`src/fcct_pkg.sv`:
```
// Package for the frame change capture trigger: request and result types,
// configuration register indexes, sequencer states and divider handshake types.
// No dependencies.
package fcct_pkg;

    // Channel lanes that exist in storage, and the width of one average.
    localparam int MAX_CH = 4;
    localparam int QUOT_W = 8;

    // Configuration port.
    localparam int CFG_IDX_W  = 3;
    localparam int CFG_DATA_W = 32;

    localparam logic [CFG_IDX_W-1:0] CFG_RECORD_ENABLE    = 3'd0;
    localparam logic [CFG_IDX_W-1:0] CFG_FRAME_WIDTH      = 3'd1;
    localparam logic [CFG_IDX_W-1:0] CFG_FRAME_HEIGHT     = 3'd2;
    localparam logic [CFG_IDX_W-1:0] CFG_CHANGE_THRESHOLD = 3'd3;
    localparam logic [CFG_IDX_W-1:0] CFG_TIME_LIMIT       = 3'd4;

    // One pixel request.
    typedef struct packed {
        logic [7:0]  chan0;
        logic [7:0]  chan1;
        logic [7:0]  chan2;
        logic [7:0]  chan3;
        logic [63:0] now_time;
    } t_in_item;

    // One frame result.
    typedef struct packed {
        logic        capture;
        logic        colour_changed;
        logic [7:0]  avg0;
        logic [7:0]  avg1;
        logic [7:0]  avg2;
        logic [7:0]  avg3;
        logic [63:0] frame_time;
    } t_out_item;

    // Sequencer states.
    typedef enum logic [2:0] {
        S_IDLE,
        S_CHECK,
        S_DIV_START,
        S_DIV_WAIT,
        S_EMIT
    } t_state;

    // Divider control and status.
    typedef struct packed {
        logic start;
    } t_div_req;

    typedef struct packed {
        logic              done;
        logic [QUOT_W-1:0] quot;
    } t_div_rsp;

endpackage

```
`src/frame_change_capture_trigger.sv`:
```
// Top level of the frame change capture trigger: configuration registers,
// pixel accumulation, frame-end sequencer and output register.
// Depends on fcct_pkg and fcct_div.
//
//  Channel  | Signals                                  | Direction
//  ---------+------------------------------------------+----------
//  pixel    | i_in_valid, o_in_ready, i_in_data        | in
//  result   | o_out_valid, i_out_ready, o_out_data     | out
//  config   | i_cfg_we, i_cfg_index, i_cfg_data        | in
//
// A pixel that does not end a frame is accepted in S_IDLE, then S_CHECK
// compares the pixel count with the frame size. A frame's last pixel then
// runs each channel in turn through the shared divider (start, up to nine
// divider steps, result), and S_EMIT then loads the output register.
// Reset is synchronous and active low and needs no clearing pass. A result
// waiting at the output holds the sequencer only at its final load.
module frame_change_capture_trigger
    import fcct_pkg::*;
#(
    parameter int CHANNELS = 4,
    parameter int MAX_DIM  = 4096
) (
    input  logic                  i_clk,
    input  logic                  i_rst_n,
    input  logic                  i_cfg_we,
    input  logic [CFG_IDX_W-1:0]  i_cfg_index,
    input  logic [CFG_DATA_W-1:0] i_cfg_data,
    input  logic                  i_in_valid,
    output logic                  o_in_ready,
    input  t_in_item              i_in_data,
    output logic                  o_out_valid,
    input  logic                  i_out_ready,
    output t_out_item             o_out_data
);

    localparam int DIM_W = $clog2(MAX_DIM + 1);
    localparam int CNT_W = 2 * DIM_W;
    localparam int SUM_W = CNT_W + QUOT_W;
    localparam logic [1:0] CH_LAST = 2'(CHANNELS - 1);

    // Configuration registers.
    logic        r_rec_en;
    logic [12:0] r_width;
    logic [12:0] r_height;
    logic [7:0]  r_thresh;
    logic [31:0] r_tlimit;

    // Frame state.
    logic [SUM_W-1:0]  r_sum  [MAX_CH];
    logic [QUOT_W-1:0] r_prev [MAX_CH];
    logic [QUOT_W-1:0] r_avg  [MAX_CH];
    logic [CNT_W-1:0]  r_count;
    logic [CNT_W-1:0]  r_total;
    logic              r_first;
    logic [63:0]       r_last_cap;
    logic [63:0]       r_now;
    logic              r_changed;
    logic [1:0]        r_ch;
    t_state            r_state;
    t_state            n_state;

    // Output register.
    logic      r_out_valid;
    t_out_item r_out;

    // Handshake and sequencer controls.
    logic       accept;
    logic       frame_end;
    logic       ch_done;
    logic       load_out;
    t_div_req   div_req;
    t_div_rsp   div_rsp;

    logic [7:0]       in_ch [MAX_CH];
    logic [DIM_W-1:0] w_dim;
    logic [DIM_W-1:0] h_dim;
    logic [CNT_W-1:0] total_next;
    logic [7:0]       diff;
    logic [63:0]      elapsed;
    logic             time_over;
    logic             capture;

    assign in_ch[0] = i_in_data.chan0;
    assign in_ch[1] = i_in_data.chan1;
    assign in_ch[2] = i_in_data.chan2;
    assign in_ch[3] = i_in_data.chan3;

    // Configuration writes.
    always_ff @(posedge i_clk) begin
        if (!i_rst_n) begin
            r_rec_en <= 1'b1;
            r_width  <= 13'd1280;
            r_height <= 13'd720;
            r_thresh <= 8'd16;
            r_tlimit <= 32'd1000000;
        end else if (i_cfg_we) begin
            unique case (i_cfg_index)
                CFG_RECORD_ENABLE:    r_rec_en <= i_cfg_data[0];
                CFG_FRAME_WIDTH:      r_width  <= i_cfg_data[12:0];
                CFG_FRAME_HEIGHT:     r_height <= i_cfg_data[12:0];
                CFG_CHANGE_THRESHOLD: r_thresh <= i_cfg_data[7:0];
                CFG_TIME_LIMIT:       r_tlimit <= i_cfg_data[31:0];
                default: ;
            endcase
        end
    end

    // Frame size: a zero dimension counts as one, a large one as the maximum.
    always_comb begin
        if (r_width == '0) begin
            w_dim = DIM_W'(1);
        end else if (32'(r_width) > 32'(MAX_DIM)) begin
            w_dim = DIM_W'(MAX_DIM);
        end else begin
            w_dim = DIM_W'(r_width);
        end
        if (r_height == '0) begin
            h_dim = DIM_W'(1);
        end else if (32'(r_height) > 32'(MAX_DIM)) begin
            h_dim = DIM_W'(MAX_DIM);
        end else begin
            h_dim = DIM_W'(r_height);
        end
    end

    assign total_next = CNT_W'(w_dim) * CNT_W'(h_dim);

    // The frame size product is registered every cycle.
    always_ff @(posedge i_clk) begin
        r_total <= total_next;
    end

    // Sequencer controls and next state.
    assign o_in_ready = (r_state == S_IDLE);
    assign accept     = i_in_valid && o_in_ready;
    assign frame_end  = (r_count >= r_total);
    assign ch_done    = div_rsp.done && (r_ch == CH_LAST);
    assign load_out   = (r_state == S_EMIT) && (!r_out_valid || i_out_ready);

    always_comb begin
        n_state       = r_state;
        div_req.start = 1'b0;
        unique case (r_state)
            S_IDLE: begin
                if (accept && r_rec_en) begin
                    n_state = S_CHECK;
                end
            end
            S_CHECK: begin
                n_state = frame_end ? S_DIV_START : S_IDLE;
            end
            S_DIV_START: begin
                div_req.start = 1'b1;
                n_state       = S_DIV_WAIT;
            end
            S_DIV_WAIT: begin
                if (div_rsp.done) begin
                    n_state = ch_done ? S_EMIT : S_DIV_START;
                end
            end
            S_EMIT: begin
                if (load_out) begin
                    n_state = S_IDLE;
                end
            end
            default: n_state = S_IDLE;
        endcase
    end

    always_ff @(posedge i_clk) begin
        if (!i_rst_n) begin
            r_state <= S_IDLE;
        end else begin
            r_state <= n_state;
        end
    end

    // Shared divider for the channel averages.
    fcct_div #(
        .CNT_W (CNT_W)
    ) u_div (
        .i_clk      (i_clk),
        .i_rst_n    (i_rst_n),
        .i_req      (div_req),
        .i_dividend (r_sum[r_ch]),
        .i_divisor  (r_total),
        .o_rsp      (div_rsp)
    );

    // Distance of the new average from the previous frame's.
    assign diff = (div_rsp.quot > r_prev[r_ch]) ? (div_rsp.quot - r_prev[r_ch])
                                                : (r_prev[r_ch] - div_rsp.quot);

    // Elapsed time since the last capture, wrapping.
    assign elapsed   = r_now - r_last_cap;
    assign time_over = (elapsed > {32'd0, r_tlimit});
    assign capture   = r_changed || r_first || time_over;

    // Accumulation, per-channel results and frame bookkeeping.
    always_ff @(posedge i_clk) begin
        if (!i_rst_n) begin
            for (int c = 0; c < MAX_CH; c++) begin
                r_sum[c]  <= '0;
                r_prev[c] <= '0;
            end
            r_count    <= '0;
            r_first    <= 1'b1;
            r_last_cap <= '0;
        end else begin
            if (accept && r_rec_en) begin
                for (int c = 0; c < MAX_CH; c++) begin
                    if (c < CHANNELS) begin
                        r_sum[c] <= r_sum[c] + SUM_W'(in_ch[c]);
                    end
                end
                r_count <= r_count + 1'b1;
            end
            if (r_state == S_DIV_WAIT && div_rsp.done) begin
                r_prev[r_ch] <= div_rsp.quot;
                r_sum[r_ch]  <= '0;
                if (ch_done) begin
                    r_count <= '0;
                end
            end
            if (load_out) begin
                if (capture) begin
                    r_last_cap <= r_now;
                end
                r_first <= 1'b0;
            end
        end
    end

    // Working registers of the current frame end.
    always_ff @(posedge i_clk) begin
        if (accept) begin
            r_now <= i_in_data.now_time;
        end
        if (r_state == S_CHECK) begin
            r_ch      <= '0;
            r_changed <= 1'b0;
            for (int c = 0; c < MAX_CH; c++) begin
                r_avg[c] <= '0;
            end
        end else if (r_state == S_DIV_WAIT && div_rsp.done) begin
            r_avg[r_ch] <= div_rsp.quot;
            if (diff > r_thresh) begin
                r_changed <= 1'b1;
            end
            if (!ch_done) begin
                r_ch <= r_ch + 1'b1;
            end
        end
    end

    // Output register.
    always_ff @(posedge i_clk) begin
        if (!i_rst_n) begin
            r_out_valid <= 1'b0;
        end else if (load_out) begin
            r_out_valid <= 1'b1;
        end else if (i_out_ready) begin
            r_out_valid <= 1'b0;
        end
    end

    always_ff @(posedge i_clk) begin
        if (load_out) begin
            r_out.capture        <= capture;
            r_out.colour_changed <= r_changed;
            r_out.avg0           <= r_avg[0];
            r_out.avg1           <= r_avg[1];
            r_out.avg2           <= r_avg[2];
            r_out.avg3           <= r_avg[3];
            r_out.frame_time     <= r_now;
        end
    end

    assign o_out_valid = r_out_valid;
    assign o_out_data  = r_out;

endmodule

```
`src/fcct_div.sv`:
```
// Shared saturating divider: one compare and subtract per cycle, giving an
// 8-bit quotient clamped at its maximum. Depends on fcct_pkg.
module fcct_div
    import fcct_pkg::*;
#(
    parameter int CNT_W = 26
) (
    input  logic                    i_clk,
    input  logic                    i_rst_n,
    input  t_div_req                i_req,
    input  logic [CNT_W+QUOT_W-1:0] i_dividend,
    input  logic [CNT_W-1:0]        i_divisor,
    output t_div_rsp                o_rsp
);

    localparam int SUM_W  = CNT_W + QUOT_W;
    localparam int STEP_W = $clog2(QUOT_W + 1);
    localparam logic [STEP_W-1:0] LAST_STEP = STEP_W'(QUOT_W);

    logic              r_busy;
    logic              r_done;
    logic [STEP_W-1:0] r_step;
    logic [SUM_W-1:0]  r_rem;
    logic [SUM_W-1:0]  r_den;
    logic [QUOT_W-1:0] r_quot;
    logic              ge;

    // The single shared compare.
    assign ge = (r_rem >= r_den);

    // Step zero tests for overflow of the quotient; steps one to eight each
    // produce one quotient bit, most significant first.
    always_ff @(posedge i_clk) begin
        if (!i_rst_n) begin
            r_busy <= 1'b0;
            r_done <= 1'b0;
        end else begin
            r_done <= 1'b0;
            if (i_req.start) begin
                r_busy <= 1'b1;
                r_step <= '0;
                r_rem  <= i_dividend;
                r_den  <= {i_divisor, {QUOT_W{1'b0}}};
                r_quot <= '0;
            end else if (r_busy) begin
                if (r_step == '0) begin
                    if (ge) begin
                        r_quot <= '1;
                        r_busy <= 1'b0;
                        r_done <= 1'b1;
                    end else begin
                        r_den  <= r_den >> 1;
                        r_step <= r_step + 1'b1;
                    end
                end else begin
                    if (ge) begin
                        r_rem <= r_rem - r_den;
                    end
                    r_quot <= {r_quot[QUOT_W-2:0], ge};
                    r_den  <= r_den >> 1;
                    if (r_step == LAST_STEP) begin
                        r_busy <= 1'b0;
                        r_done <= 1'b1;
                    end else begin
                        r_step <= r_step + 1'b1;
                    end
                end
            end
        end
    end

    assign o_rsp.done = r_done;
    assign o_rsp.quot = r_quot;

endmodule

```
`config.mk`:
```
export PLATFORM = sky130hd
export DESIGN_NAME = frame_change_capture_trigger
export DESIGN_NICKNAME = d
export VERILOG_FILES = /design/src/fcct_pkg.sv /design/src/frame_change_capture_trigger.sv /design/src/fcct_div.sv
export SDC_FILE = /design/constraint.sdc
export NUM_CORES = 2
export LEC_CHECK = 0
export ABC_AREA = 1
export ABC_CLOCK_PERIOD_IN_PS = 7600
export BUFFER_PORTS_ARGS = -buffer_cell sky130_fd_sc_hd__buf_2
export CORE_MARGIN = 10
export CORE_UTILIZATION = 62
export CTS_CLUSTER_SIZE = 10
export DETAILED_ROUTE_END_ITERATION = 8
export PLACE_DENSITY = 0.81
export SLEW_MARGIN = 40
export SYNTH_ARGS = -nofsm -noshare
export SYNTH_HDL_FRONTEND = slang
export SYNTH_HIERARCHICAL = 1
export SYNTH_SLANG_ARGS = --single-unit
```
`constraint.sdc`:
```
create_clock -name i_clk -period 7.6 [get_ports i_clk]
set_input_delay 1.14 -clock i_clk [delete_from_list [all_inputs] [get_ports i_clk]]
set_output_delay 1.14 -clock i_clk [all_outputs]
set_load 0.01 [all_outputs]
```
# After elaboration in Yosys (flattened, before gate mapping)
# Memories as Yosys holds them, arrays and structs flattened. A register that Yosys moved wholly into a read port is not among the register bits.
# Index checks and enable logic that the tools add are counted.
word_totals:
  in_bits: 136
  mem_count: 3
  ff_bits: 403
  out_inout_bits: 100
  ram_bits: 200
memory_table:
  columns: ["name", "depth", "width", "read_ports", "rd_ports_with_merged_regs", "write_ports", "line_no", "text"]
  rows:
  - ["r_sum", 4, 34, 5, 1, 4, "frame_change_capture_trigger.sv:49", "logic [SUM_W-1:0] r_sum [MAX_CH];"]
  - ["r_avg", 4, 8, 4, 4, 4, "frame_change_capture_trigger.sv:51", "logic [QUOT_W-1:0] r_avg [MAX_CH];"]
  - ["r_prev", 4, 8, 1, 1, 4, "frame_change_capture_trigger.sv:50", "logic [QUOT_W-1:0] r_prev [MAX_CH];"]
classes:
  reduce_logical: 34
  add_sub_neg: 11
  n_mul: 1
  n_mux: 68
  n_eq_ne: 17
  magnitude_cmp: 7
  bitwise_logic: 7
ops:
  columns: ["op", "n"]
  rows:
  - ["34-bit two-way mux", 13]
  - ["34-bit by 8-bit adder with 34-bit output", 4]
  - ["26-bit two-way mux", 3]
  - ["64-bit by 32-bit > comparator with 1-bit output", 1]
  - ["64-bit subtractor", 1]
  - ["13-bit two-way mux", 4]
  - ["8-bit two-way mux", 6]
  - ["34-bit >= comparator", 1]
  - ["34-bit OR reduction", 1]
  - ["34-bit subtractor", 1]
  - ["26-bit by 1-bit adder with 26-bit output (second input constant)", 1]
  - ["26-bit >= comparator", 1]
  - ["13-bit > comparator (second input constant)", 2]
  - ["13-bit zero test", 2]
  - ["13-bit by 13-bit multiplier with 26-bit output", 1]
  - ["1-bit two-way mux", 25]
  - ["8-bit > comparator", 2]
  - ["2-bit two-way mux", 8]
  - ["4-bit two-way mux", 4]
  - ["2-bit AND reduction", 8]
  - ["8-bit OR reduction", 2]
  - ["8-bit subtractor", 2]
  - ["3-bit case mux with 5 select lines", 1]
  - ["3-bit by 2-bit == test with 1-bit output (second input constant)", 4]
  - ["other kinds (22)", 47]

# Longest topological paths before layout
logic_depth:
  word_depth: 8
  depth_mapped: 33
  ltp_nobuf: 31

# By module
# The synthesis kept the hierarchy.
by_module_without_submodules:
  columns: ["mod", "cells_per_inst", "area_each_um2", "n_inst", "seq_area_each_um2"]
  rows:
  - ["frame_change_capture_trigger", 5060, 37051.8, 1, 13372.8]
  - ["fcct_div", 820, 5968.2, 1, 2442.3]

# Least setup slack after synthesis
# Ideal clock, no wire load.
synth_path:
  path_kind: "register -> register"
  startpoint: "reg r_height[8]"
  endpoint: "reg r_total[22]"
  n_path_buf: 1
  period_less_slack_ps: 5838
  required_ps: 7473
  stages_incl_launch_ff: 26
  setup_ps: 127
  arrival_ps: 5711
  slack_ps: 1762
  path_cell_list: "dfxtp_1 nor4_1 nand4_1 nand2_1 inv_1 nor2_1 clkbuf_1 nand2_1 fa_1 fa_1 fa_1 inv_1 fa_1 inv_1 fa_1 inv_1 ha_1 a21oi_1 o21ai_0 a21oi_1 inv_1 a21oi_1 o21ai_0 a21boi_0 o21ai_0 xor2_1"
synth_via:
  elab_chain_cells: 4
  word_cells_on_any_way: 5
synth_lines:
  columns: ["item", "line_no", "text"]
  rows:
  - ["start, declared", "frame_change_capture_trigger.sv:44", "logic [12:0] r_height;"]
  - ["start signal, assigned", "frame_change_capture_trigger.sv:100", "CFG_FRAME_HEIGHT: r_height <= i_cfg_data[12:0];"]
  - ["13-bit > comparator", "frame_change_capture_trigger.sv:119", "end else if (32'(r_height) > 32'(MAX_DIM)) begin"]
  - ["13-bit two-way mux", "frame_change_capture_trigger.sv:119", null]
  - ["13-bit two-way mux (*)", "frame_change_capture_trigger.sv:117", "if (r_height == '0) begin"]
  - ["13-bit by 13-bit multiplier with 26-bit output (*)", "frame_change_capture_trigger.sv:126", "assign total_next = CNT_W'(w_dim) * CNT_W'(h_dim);"]
  - ["net total_next[22]", "frame_change_capture_trigger.sv:77", "logic [CNT_W-1:0] total_next;"]
  - ["end signal, assigned", "frame_change_capture_trigger.sv:130", "r_total <= total_next;"]
  - ["end, declared", "frame_change_capture_trigger.sv:53", "logic [CNT_W-1:0] r_total;"]
# The timed path passes the listed nets; every way through them passes the cells marked *.
# A chain may end at the register's enable or synchronous reset.

# Worst setup path after layout
layout_path:
  startpoint: "reg r_width[5]"
  endpoint: "reg r_total[22]"
layout_via:
  elab_chain_cells: 4
  word_cells_on_any_way: 5
layout_lines:
  columns: ["item", "line_no", "text"]
  rows:
  - ["start, declared", "frame_change_capture_trigger.sv:43", "logic [12:0] r_width;"]
  - ["start signal, assigned", "frame_change_capture_trigger.sv:99", "CFG_FRAME_WIDTH: r_width <= i_cfg_data[12:0];"]
  - ["13-bit > comparator", "frame_change_capture_trigger.sv:112", "end else if (32'(r_width) > 32'(MAX_DIM)) begin"]
  - ["13-bit two-way mux", "frame_change_capture_trigger.sv:112", null]
  - ["13-bit two-way mux (*)", "frame_change_capture_trigger.sv:110", "if (r_width == '0) begin"]
  - ["13-bit by 13-bit multiplier with 26-bit output (*)", "frame_change_capture_trigger.sv:126", null]
  - ["net total_next[22]", "frame_change_capture_trigger.sv:77", null]
# Marked as above.

==> results.json <==
{
  "drcViolationCount": 0,
  "antennaDiodeCount": 0,
  "hp-class": "reg -> reg",
  "syn-instance-count": 5880,
  "drt-pass1-iter-count": 7,
  "worstPathArrival_ns": 7.19,
  "drv_cap": 0,
  "synth_ff_type": "dfxtp_1",
  "synth-seq-cells": 637,
  "cts_sinks": 637,
  "area_delta_synth_final_pct": 10.45,
  "p_leak_nw": 22.47,
  "yosys.area.top_type": "edfxtp_1",
  "cp-startpoint": "r_width[5]",
  "initial_core_util": 0.6261,
  "gp_congestion": 1.000,
  "critPathLaunchType": "flop",
  "antenna_found_initial": 0,
  "slowest_stage": "nor2_1",
  "overflow": 0,
  "wl_mm": 122.7,
  "grt_max_degree": 133,
  "setup_viol_count_final": 0,
  "yosys_warnings": 6,
  "first_global_vias": 36250,
  "synthArstFlopShare": 0,
  "io_pins": 236,
  "fin_nets": 6644,
  "layout-drive-gt1-share": 0.07398,
  "ys_seq_area_frac": 0.3676,
  "whs_ns": 0.4129,
  "multi_input_area_um2": 22510,
  "grt_first_pass_wirelength_mm": 193.0,
  "die_w_um": 283.4,
  "fin_crit_ns": 6.664,
  "cts-root-buf": "clkbuf_16",
  "critPathCaptureType": "flop",
  "worst_skew_pair.late_latency_ns": 0.65,
  "fin_crit_sh": 0.8768,
  "fp.dieArea_um2": 80320,
  "finalMaxSlewViolations": 0,
  "cts.clk_slew.worst_paths_ns": 0.06,
  "holdBufCountCts": 0,
  "critPathMaxStageDelay_ns": 0.57,
  "synth_top_area_frac": 0.2136,
  "cts_resized": 0,
  "yosysUniqueCellTypes": 57,
  "grt_use_total": 0.2950,
  "syn-cell-area_um2": 43020,
  "drt_first_iter_violations": 4073,
  "fin_util": 0.6916,
  "clock-skew-final_ns": 0.02100,
  "powerDensity_nw_per_um2": 181.7,
  "stdcell_area_um2": 47510,
  "synthMostInstantiatedCell": "nand2_1",
  "viasPerCell": 5.529,
  "setup.worst_path.end": "r_total[22]",
  "grt_setup_unrepaired": "false",
  "synth.net_count": 6433,
  "rrSetupSlack_ns": 0.94,
  "worst_pin_slew_ns": 0.8447,
  "wire_per_inst_um": 17.33,
  "synth_edf_count": 306,
  "placed_area_um2": 45150,
  "h-tree-depth": 3,
  "synth_commonest_cells": "nand2_1, inv_1, nor2_1",
  "final.fill_count": 5880,
  "portBuffers": 235,
  "die_h_um": 283.4,
  "core_area_um2": 68710,
  "vdd_drop_max_uv": 163.9,
  "tritoncts": "yes",
  "reg2regPathDepth": 28,
  "tns_ns": 0,
  "regToRegEndpoint": "r_total[22]",
  "synth.avg_cell_area_um2": 7.316,
  "cts_buffers": 77,
  "row_count": 96,
  "cpMostUsedCell": "inv_1",
  "cts_buffer_depth": 3,
  "critPathKind": "reg -> reg",
  "postCtsSetupRepairBufs": 0,
  "finalHoldViolations": 0,
  "routed-via-count": 39150,
  "cp_max_fo": 8,
  "worstPathRequired_ns": 8.12,
  "r2r-start": "r_width[5]",
  "ant_nets": 0,
  "final-seq-area_um2": 15820,
  "status": "completed",
  "max_freq_mhz": 150.1,
  "relSlewSlack": 0.4331,
  "synth_top_cells_by_area": "edfxtp_1, dfxtp_1, nand2_1",
  "hpwl_mm": 94.88
}
==> metrics by stage <==
step,cells,power [W],setup slack [ns]
2_1_floorplan,5880,0.004782,1.762
3_3_place_gp,6937,0.005148,1.194
5_1_grt,7081,0.008997,0.4314
6_report,7081,0.008635,0.9361
3_5_place_dp,6943,0.005193,1.003
4_1_cts,7081,0.008653,1.000
==> worst max-delay path: cells and delay by family, from the launching register on <==
family | cells | cell delay (ns)
adders and majority gates | 6 | 2.53
AOI/OAI and AO/OA | 7 | 1.52
and+or+nand+nor | 6 | 1.25
buffers and inverters | 8 | 0.79
DFF | 1 | 0.30
xor gates and xnor gates | 1 | 0.16
==> cell type report <==
cell class | count | area share
clock buffers | 124 | 0.04553
inverters | 1110 | 0.08772
multi-input cells | 4000 | 0.4737
flip-flops and latches | 637 | 0.3329
clock inverters | 14 | 0.004003
well taps | 931 | 0.02452
repair buffers | 265 | 0.03165
==> worst min path at each step <==
stage | startpoint | end | depth (start not counted)
floorplan | r_avg[3][0] | o_out_data[64] | 0
global placement | r_avg[2][1] | o_out_data[73] | 0
detailed placement | r_avg[2][0] | o_out_data[72] | 0
CTS | r_avg[2][0] | o_out_data[72] | 0
global route | r_avg[0][7] | o_out_data[95] | 0
finish | r_avg[2][0] | o_out_data[72] | 0
==> state kept, by name (all words and copies together) (netlist names), 13 cells and up, named ones only <==
name and flops:
r_sum 136, u_div/r_rem 34, o_out_data 98, r_prev 32, r_total 26, r_now 64, r_count 26, r_height 13
r_width 13, r_tlimit 32, r_avg 32, r_last_cap 64, u_div/r_den 34
==> cell usage in the layout (no fill, tap or decap), drive strengths merged, types with 7 or more instances in the layout <==
cell type	instances
nor3	108
o21a	18
ha	288
a32oi	7
edfxtp	306
fa	129
nor4	27
nand4	59
nand3b	19
dfxtp	331
buf	265
nor2	620
nand2	1545
o21ai	263
a31oi	12
nor3b	8
xnor2	26
clkbuf	124
inv	1096
xor2	73
clkinv	27
o22ai	19
a21oi	447
o21bai	15
o211ai	15
nand3	240
or2	21
==> power breakdown <==
part | internal, W | switching (W)
Clock | 0.00197 | 0.00150
Combinational | 0.000468 | 0.000879
Sequential | 0.00372 | 0.0000984
Total | 0.00616 | 0.00248
==> kinds of logic after synthesis <==
logic type / Yosys count / share of synthesized area
xor gates and xnor gates: 99 / 0.02016
DFF: 637 / 0.3676
muxes: 4 / 0.001018
adders and majority gates: 417 / 0.1438
buffers and inverters: 1243 / 0.1103
AOI/OAI and AO/OA: 821 / 0.1019
and+or+nand+nor: 2659 / 0.2552
==> layer usage <==
| layer | vias up | global-route usage | part of all wire |
|---|---|---|---|
| li1 | 19110 | - | - |
| met5 | - | 0 | 0 |
| met4 | 0 | 0.09350 | 0.028 |
| met2 | 1642 | 0.4618 | 0.44 |
| met3 | 226 | 0.04138 | 0.088 |
| met1 | 18180 | 0.4176 | 0.44 |
(Power assumes the default switching activity.)
